**config.mk**
```make
export PLATFORM = sky130hd
export DESIGN_NAME = rpf_ctrl
export DESIGN_NICKNAME = d
export VERILOG_FILES = /design/src/rtl/rpf_pkg.sv /design/src/rtl/rpf_ctrl.sv
export SDC_FILE = /design/constraint.sdc
export NUM_CORES = 1
export LEC_CHECK = 0
export CAP_MARGIN = 20
export CORE_AREA = 2 2 39 41
export DETAILED_ROUTE_END_ITERATION = 10
export DIE_AREA = 0 0 41 43
export DONT_BUFFER_PORTS = 1
export SLEW_MARGIN = 25
export SYNTH_ARGS = -nofsm -noshare
export SYNTH_HDL_FRONTEND = slang
export SYNTH_SLANG_ARGS = --single-unit
```
**constraint.sdc**
```tcl
create_clock -name clk -period 1.7 [get_ports clk]
set_input_delay 0.255 -clock clk [delete_from_list [all_inputs] [get_ports clk]]
set_output_delay 0.255 -clock clk [all_outputs]
set_load 0.02 [all_outputs]
```
**src/rtl/rpf_pkg.sv**
```systemverilog
package rpf_pkg;

  typedef enum logic [3:0] {
    ST_IDLE,
    ST_DIV,
    ST_VINIT,
    ST_ROT,
    ST_MULX,
    ST_RNDX,
    ST_MULY,
    ST_RNDY,
    ST_SAT,
    ST_EMIT0,
    ST_EMIT1,
    ST_EMIT2,
    ST_NEXT
  } rpf_state_t;

  typedef enum logic [1:0] {
    CORNER_FIRST = 2'd0,
    CORNER_PREV  = 2'd1,
    CORNER_CUR   = 2'd2
  } rpf_corner_t;

  typedef struct packed {
    logic        load_req;
    logic        cnt_clear;
    logic        div_step;
    logic        vtx_init;
    logic        rot_step;
    logic        mul_x;
    logic        rnd_x;
    logic        mul_y;
    logic        rnd_y;
    logic        sat;
    logic        vtx_next;
    logic        emit;
    rpf_corner_t emit_corner;
  } rpf_cmd_t;

  typedef struct packed {
    logic req_ok;
    logic div_last;
    logic rot_last;
    logic k_ge2;
    logic k_last;
    logic out_free;
  } rpf_status_t;

  // CORDIC start vector: inverse of the limit gain in Q4.30
  localparam logic signed [33:0] CORDIC_X0 = 34'sd652032874;

  // atan(2^-i) as a fraction of a full turn, 2^32 = one turn
  function automatic logic [29:0] atan_turn(input logic [4:0] idx);
    logic [29:0] v;
    case (idx)
      5'd0:  v = 30'd536870912;
      5'd1:  v = 30'd316933406;
      5'd2:  v = 30'd167458907;
      5'd3:  v = 30'd85004756;
      5'd4:  v = 30'd42667331;
      5'd5:  v = 30'd21354465;
      5'd6:  v = 30'd10680862;
      5'd7:  v = 30'd5340245;
      5'd8:  v = 30'd2670163;
      5'd9:  v = 30'd1335087;
      5'd10: v = 30'd667544;
      5'd11: v = 30'd333772;
      5'd12: v = 30'd166886;
      5'd13: v = 30'd83443;
      5'd14: v = 30'd41722;
      5'd15: v = 30'd20861;
      5'd16: v = 30'd10430;
      5'd17: v = 30'd5215;
      5'd18: v = 30'd2608;
      5'd19: v = 30'd1304;
      5'd20: v = 30'd652;
      5'd21: v = 30'd326;
      5'd22: v = 30'd163;
      5'd23: v = 30'd81;
      default: v = 30'd0;
    endcase
    return v;
  endfunction

  function automatic logic [31:0] sat32(input logic signed [36:0] v);
    logic [31:0] r;
    if (v > 37'sd2147483647) begin
      r = 32'h7FFF_FFFF;
    end else if (v < -37'sd2147483648) begin
      r = 32'h8000_0000;
    end else begin
      r = v[31:0];
    end
    return r;
  endfunction

endpackage

```
**src/rtl/rpf_ctrl.sv**
```systemverilog
module rpf_ctrl (
  input  logic                 clk,
  input  logic                 rst,
  input  logic                 in_valid,
  output logic                 in_ready,
  input  rpf_pkg::rpf_status_t status,
  output rpf_pkg::rpf_cmd_t    cmd
);

  rpf_pkg::rpf_state_t state, state_next;

  always_ff @(posedge clk) begin
    if (rst) begin
      state <= rpf_pkg::ST_IDLE;
    end else begin
      state <= state_next;
    end
  end

  always_comb begin
    state_next = state;
    case (state)
      rpf_pkg::ST_IDLE:  if (in_valid && status.req_ok) state_next = rpf_pkg::ST_DIV;
      rpf_pkg::ST_DIV:   if (status.div_last) state_next = rpf_pkg::ST_VINIT;
      rpf_pkg::ST_VINIT: state_next = rpf_pkg::ST_ROT;
      rpf_pkg::ST_ROT:   if (status.rot_last) state_next = rpf_pkg::ST_MULX;
      rpf_pkg::ST_MULX:  state_next = rpf_pkg::ST_RNDX;
      rpf_pkg::ST_RNDX:  state_next = rpf_pkg::ST_MULY;
      rpf_pkg::ST_MULY:  state_next = rpf_pkg::ST_RNDY;
      rpf_pkg::ST_RNDY:  state_next = rpf_pkg::ST_SAT;
      rpf_pkg::ST_SAT:   state_next = status.k_ge2 ? rpf_pkg::ST_EMIT0 : rpf_pkg::ST_NEXT;
      rpf_pkg::ST_EMIT0: if (status.out_free) state_next = rpf_pkg::ST_EMIT1;
      rpf_pkg::ST_EMIT1: if (status.out_free) state_next = rpf_pkg::ST_EMIT2;
      rpf_pkg::ST_EMIT2: if (status.out_free) state_next = rpf_pkg::ST_NEXT;
      rpf_pkg::ST_NEXT:  state_next = status.k_last ? rpf_pkg::ST_IDLE : rpf_pkg::ST_VINIT;
      default:           state_next = rpf_pkg::ST_IDLE;
    endcase
  end

  always_comb begin
    cmd             = '0;
    cmd.emit_corner = rpf_pkg::CORNER_FIRST;
    in_ready        = 1'b0;
    case (state)
      rpf_pkg::ST_IDLE: begin
        in_ready     = 1'b1;
        cmd.load_req = in_valid && status.req_ok;
      end
      rpf_pkg::ST_DIV:   cmd.div_step = 1'b1;
      rpf_pkg::ST_VINIT: begin
        cmd.vtx_init  = 1'b1;
        cmd.cnt_clear = 1'b1;
      end
      rpf_pkg::ST_ROT:   cmd.rot_step = 1'b1;
      rpf_pkg::ST_MULX:  cmd.mul_x = 1'b1;
      rpf_pkg::ST_RNDX:  cmd.rnd_x = 1'b1;
      rpf_pkg::ST_MULY:  cmd.mul_y = 1'b1;
      rpf_pkg::ST_RNDY:  cmd.rnd_y = 1'b1;
      rpf_pkg::ST_SAT:   cmd.sat = 1'b1;
      rpf_pkg::ST_EMIT0: begin
        cmd.emit        = status.out_free;
        cmd.emit_corner = rpf_pkg::CORNER_FIRST;
      end
      rpf_pkg::ST_EMIT1: begin
        cmd.emit        = status.out_free;
        cmd.emit_corner = rpf_pkg::CORNER_PREV;
      end
      rpf_pkg::ST_EMIT2: begin
        cmd.emit        = status.out_free;
        cmd.emit_corner = rpf_pkg::CORNER_CUR;
      end
      rpf_pkg::ST_NEXT:  cmd.vtx_next = 1'b1;
      default: ;
    endcase
  end

  a_emit_needs_room: assert property (@(posedge clk) disable iff (rst)
    cmd.emit |-> status.out_free)
    else $error("beat loaded over a waiting beat");
  a_rot_exit: assert property (@(posedge clk) disable iff (rst)
    state == rpf_pkg::ST_ROT |=> state == rpf_pkg::ST_ROT || state == rpf_pkg::ST_MULX)
    else $error("rotation left to an unexpected state");
  a_busy_no_ready: assert property (@(posedge clk) disable iff (rst)
    state != rpf_pkg::ST_IDLE |-> !in_ready)
    else $error("request taken while busy");

endmodule

```
# == Word-level counts from Yosys, hierarchy flattened ==
# Cells that the tools add are included.
# totals
reg_bits,4
in_bits,9
out_inout_bits,15
wordCells,43
# op_classes
n_eq_ne,18
mux,21
reduce_logical,3
# op_table
operator,n
one-hot mux 4 bit (13 select lines),1
2-to-1 mux 4 bit,6
"== test 4 bit, second input constant",5
"== test 4 x 3 -> 1 bit, second input constant",4
"inequality test 2 bit, second input constant",6
2-to-1 mux 1 bit,11
one-hot mux 3 bit (3 select lines),1
"== test 4 x 2 -> 1 bit, second input constant",2
AND reduction 6 bit,1
"== test 4 x 1 -> 1 bit, second input constant",1
logical NOT 4 bit,1
2-to-1 mux 3 bit,1
2-to-1 mux 2 bit,1
logical AND 1 bit,1

# == Depth between registers and ports, before layout ==
# logic_depth
ltp_word,3
mapped_depth,5
depth_no_buf,4

# == Worst setup path after synthesis ==
# Ideal clock, no wire load.
# synth_timing
kind,register -> register
startpoint,reg state[0]
endpoint,reg state[1]
setup_ps,123
arrival_time_ps,1561
required_ps,1577
setup_slack_ps,16
stages_incl_launch_ff,5
n_path_buf,0
period_less_slack_ps,1684
path_cell_list,dfxtp_1 nor4_2 a22oi_1 nand3_2 mux2_1
# synth_between
elab_chain_cells,3
word_cells_on_any_way,21
cone_classes,18 x eq/ne; 1 x mux; 2 x reduce/logical
# synth_lines
item,line,source
start: declaration,rpf_ctrl.sv:10,"rpf_pkg::rpf_state_t state, state_next;"
start signal: assignment,rpf_ctrl.sv:14,state <= rpf_pkg::ST_IDLE;
start signal: assignment,rpf_ctrl.sv:16,state <= state_next;
== test 4 x 1 -> 1 bit (tied with other cells),rpf_ctrl.sv:22,case (state)
inequality test 2 bit (no line),-,
AND reduction 6 bit (no line),-,
# Several ways; a longest one is shown, not always the timed one.
# A chain may end at the register's enable or synchronous reset.

==> reports/metrics.json <==
{
  "status": "finished clean",
  "worst_clock_skew_ns": 0.00513,
  "postLayoutSetupSlackWorst_ns": 0.0730,
  "max_freq_ghz": 0.615,
  "worst-slew-pin-transition_ns": 0.458,
  "synth_top_area_share": 0.187,
  "detailed_route_iter0_violations": 5,
  "setup.worst_path.end_class": "output port",
  "whs_endpoint": "state[3]",
  "drc_errors": 0,
  "synth.yosys.seq_area_share": 0.187,
  "critPathArrivalTime_ns": 1.37,
  "power.leakage_nw": 0.242,
  "grt_pass1_vias": 375,
  "num-nets-final": 79,
  "grt_first_pass_wirelength_um": 1500,
  "net_count_synth": 67,
  "power_mw": 0.672,
  "hold_critical_path_depth": 1,
  "finalMaxSlewViolations": 0,
  "antenna_found_initial": 0,
  "dp_hpwl_um": 821,
  "synth-edff-count": 0,
  "setup_viol_count_final": 0,
  "synth.ff_latch_count": 4,
  "route.antenna.remaining_nets": 0,
  "core_ar_sq_um": 1380,
  "yosysMostFrequentCell": "sky130_fd_sc_hd__nor2_1",
  "cts_post_setup_buffers_inserted": 0,
  "gr-usage-all-layers": 0.124,
  "unique_masters_post_synth": 25,
  "antenna-diode-count": 0,
  "hold_viol": 0,
  "io_buffer_count": 0,
  "hold_class": "in2reg",
  "ys.flop_type": "sky130_fd_sc_hd__dfxtp_1",
  "final_min_period_over_clock_period": 0.957,
  "num_rows": 14,
  "worst-r2r-setup-slack_ns": 0.18,
  "root_buffer": "sky130_fd_sc_hd__clkbuf_4",
  "fin_tns_setup_ns": 0,
  "route.vias.total": 440,
  "power_per_cell_area_nw_per_um2": 1270,
  "async_reset_ff_frac": 0,
  "crit_fanout": 10,
  "clkTransAtPathRegs_ns": 0.04,
  "area_growth_pct": 23.4,
  "layout.area.seq_sq_um": 80.1,
  "ys_warn_count": 0,
  "post_place_cells": 81,
  "cts-root-to-sink-buffers": 2,
  "timing.hold.worst.start": "rst",
  "period_needed_ns": 1.63,
  "cts_made_buffers": 3,
  "syn_avg_cell_area_sq_um": 7.38,
  "gp_congestion": 0.735,
  "synthesis.instances": 58,
  "pin_count": 24,
  "max_cap_viol_count": 0,
  "largest-register": "state",
  "cts_resized": 0,
  "route.final.wire_length_um": 1020,
  "holdBufCountCts": 0,
  "globalRouteOverflowTotal": 0,
  "final_cells": 84,
  "start_util": 0.309,
  "synth.cells.most_frequent": "sky130_fd_sc_hd__nor2_1 (9), sky130_fd_sc_hd__nor3_1 (6), sky130_fd_sc_hd__nand2_1 (5), sky130_fd_sc_hd__nor2b_1 (5)",
  "largest_register_ffs": 4,
  "timing_worst_setup_path_type": "reg2out",
  "timing.rr.end": "state[1]",
  "clock-sinks": 4,
  "worst_setup_path_start_kind": "flop",
  "synth.largest_area_cell": "sky130_fd_sc_hd__dfxtp_1",
  "post_drt_wl_per_cell_um": 12.1,
  "insertion_delay_ns": 0.24,
  "relSlewSlack": 0.694,
  "largest_net_degree_at_the_start_of_global_routing": 12,
  "syn_area_sq_um": 428,
  "ff2ff_path_depth": 3,
  "die-height_um": 43,
  "multi_input_comb_area_sq_um": 312,
  "level_count_of_the_clock_h_tree": 1,
  "post_drt_via_cell_ratio": 5.24,
  "tritoncts": "done",
  "fp.dieW_um": 41,
  "netlist_top_cells_area": "sky130_fd_sc_hd__dfxtp_1 (19%), sky130_fd_sc_hd__nor2_1 (7.9%), sky130_fd_sc_hd__nor2b_1 (7.3%)",
  "ir_drop_uv": 352,
  "grt_setup_unrepaired": "no",
  "pre_cts_slack_ns": 0.189,
  "total_die_area_sq_um": 1760,
  "drive_gt1_frac": 0.279,
  "biggestRegsByFlops": "state: 4 flops",
  "fillerInstances": 153,
  "worst_r2r_start": "state[2]",
  "crit_required_ns": 1.44,
  "dr.pass1.iters": 4
}
==> stage by stage <==
step	instance area, sq um	hold slack (ns)	utilization
after CTS	528	0.0810	0.382
final	528	0.0897	0.382
after global routing	528	0.0847	0.382
after global placement	505	0.335	0.365
after floorplan	428	0.327	-
after detailed placement	505	0.330	0.365
==> report_power, final <==
part           switching (mW)  internal (mW)
Combinational           0.211          0.191
Clock                  0.0397         0.0790
Sequential             0.0368          0.114
==> worst max-delay path by stage <==
stage,to,cells after the start,slack (ns),from
2_1_floorplan,state[1],4,0.02,state[0]
3_3_place_gp,state[1],4,0.22,state[1]
3_5_place_dp,state[1],3,0.19,state[2]
4_1_cts,cmd[7],3,0.07,state[1]
5_1_grt,cmd[2],3,0.007,state[2]
6_report,cmd[2],3,0.07,state[2]
==> final cells by class <==
| class | count | area share |
|---|---|---|
| Clock buffer | 3 | 0.0427 |
| Inverter | 1 | 0.00711 |
| Multi-Input combinational cell | 48 | 0.590 |
| Sequential cell | 4 | 0.152 |
| Tap cell | 16 | 0.0379 |
| Timing Repair Buffer | 12 | 0.171 |
==> per-layer routing <==
metal  share of wire  global-route usage  vias up  routed length (um)
met5               0                   0        -                   0
met4           0.019              0.0800        0                  19
met3           0.073              0.0209        2                  74
met2            0.46               0.194       19                 472
met1            0.44               0.147      197                 449
li1                -                   -      222                   -
==> worst max-delay path, stage by stage, from the launching register on <==
cell and delay (ns):
sky130_fd_sc_hd__dfxtp_1 0.54, sky130_fd_sc_hd__buf_4 0.21, sky130_fd_sc_hd__and2b_1 0.20, sky130_fd_sc_hd__o211a_1 0.18
==> layout by cell type, fill, tap and decap left out <==
master                     instances
sky130_fd_sc_hd__buf_4            12
sky130_fd_sc_hd__nor2_1            9
sky130_fd_sc_hd__nor3_1            6
sky130_fd_sc_hd__nand2_1           5
sky130_fd_sc_hd__nor2b_1           5
sky130_fd_sc_hd__nand2b_1          4
sky130_fd_sc_hd__dfxtp_1           4
sky130_fd_sc_hd__clkbuf_4          3
sky130_fd_sc_hd__and3_1            2
sky130_fd_sc_hd__a21oi_1           2
sky130_fd_sc_hd__o21ai_0           2
sky130_fd_sc_hd__nand2b_4          1
sky130_fd_sc_hd__nor4bb_4          1
sky130_fd_sc_hd__nor4_2            1
sky130_fd_sc_hd__and2b_1           1
sky130_fd_sc_hd__o211a_1           1
sky130_fd_sc_hd__or4_1             1
sky130_fd_sc_hd__o211ai_1          1
sky130_fd_sc_hd__inv_1             1
sky130_fd_sc_hd__a22oi_1           1
sky130_fd_sc_hd__nand3_2           1
sky130_fd_sc_hd__o221a_1           1
sky130_fd_sc_hd__or3_1             1
sky130_fd_sc_hd__mux2_1            1
sky130_fd_sc_hd__mux2i_1           1
==> logic make-up after synthesis <==
family          count (synthesis)  share of synthesized area
simple gates                   38                      0.547
compound gates                  8                      0.132
buf+inv                         6                     0.0848
flops                           4                      0.187
mux                             2                     0.0497
No activity file was read; power rests on OpenSTA's default activity.
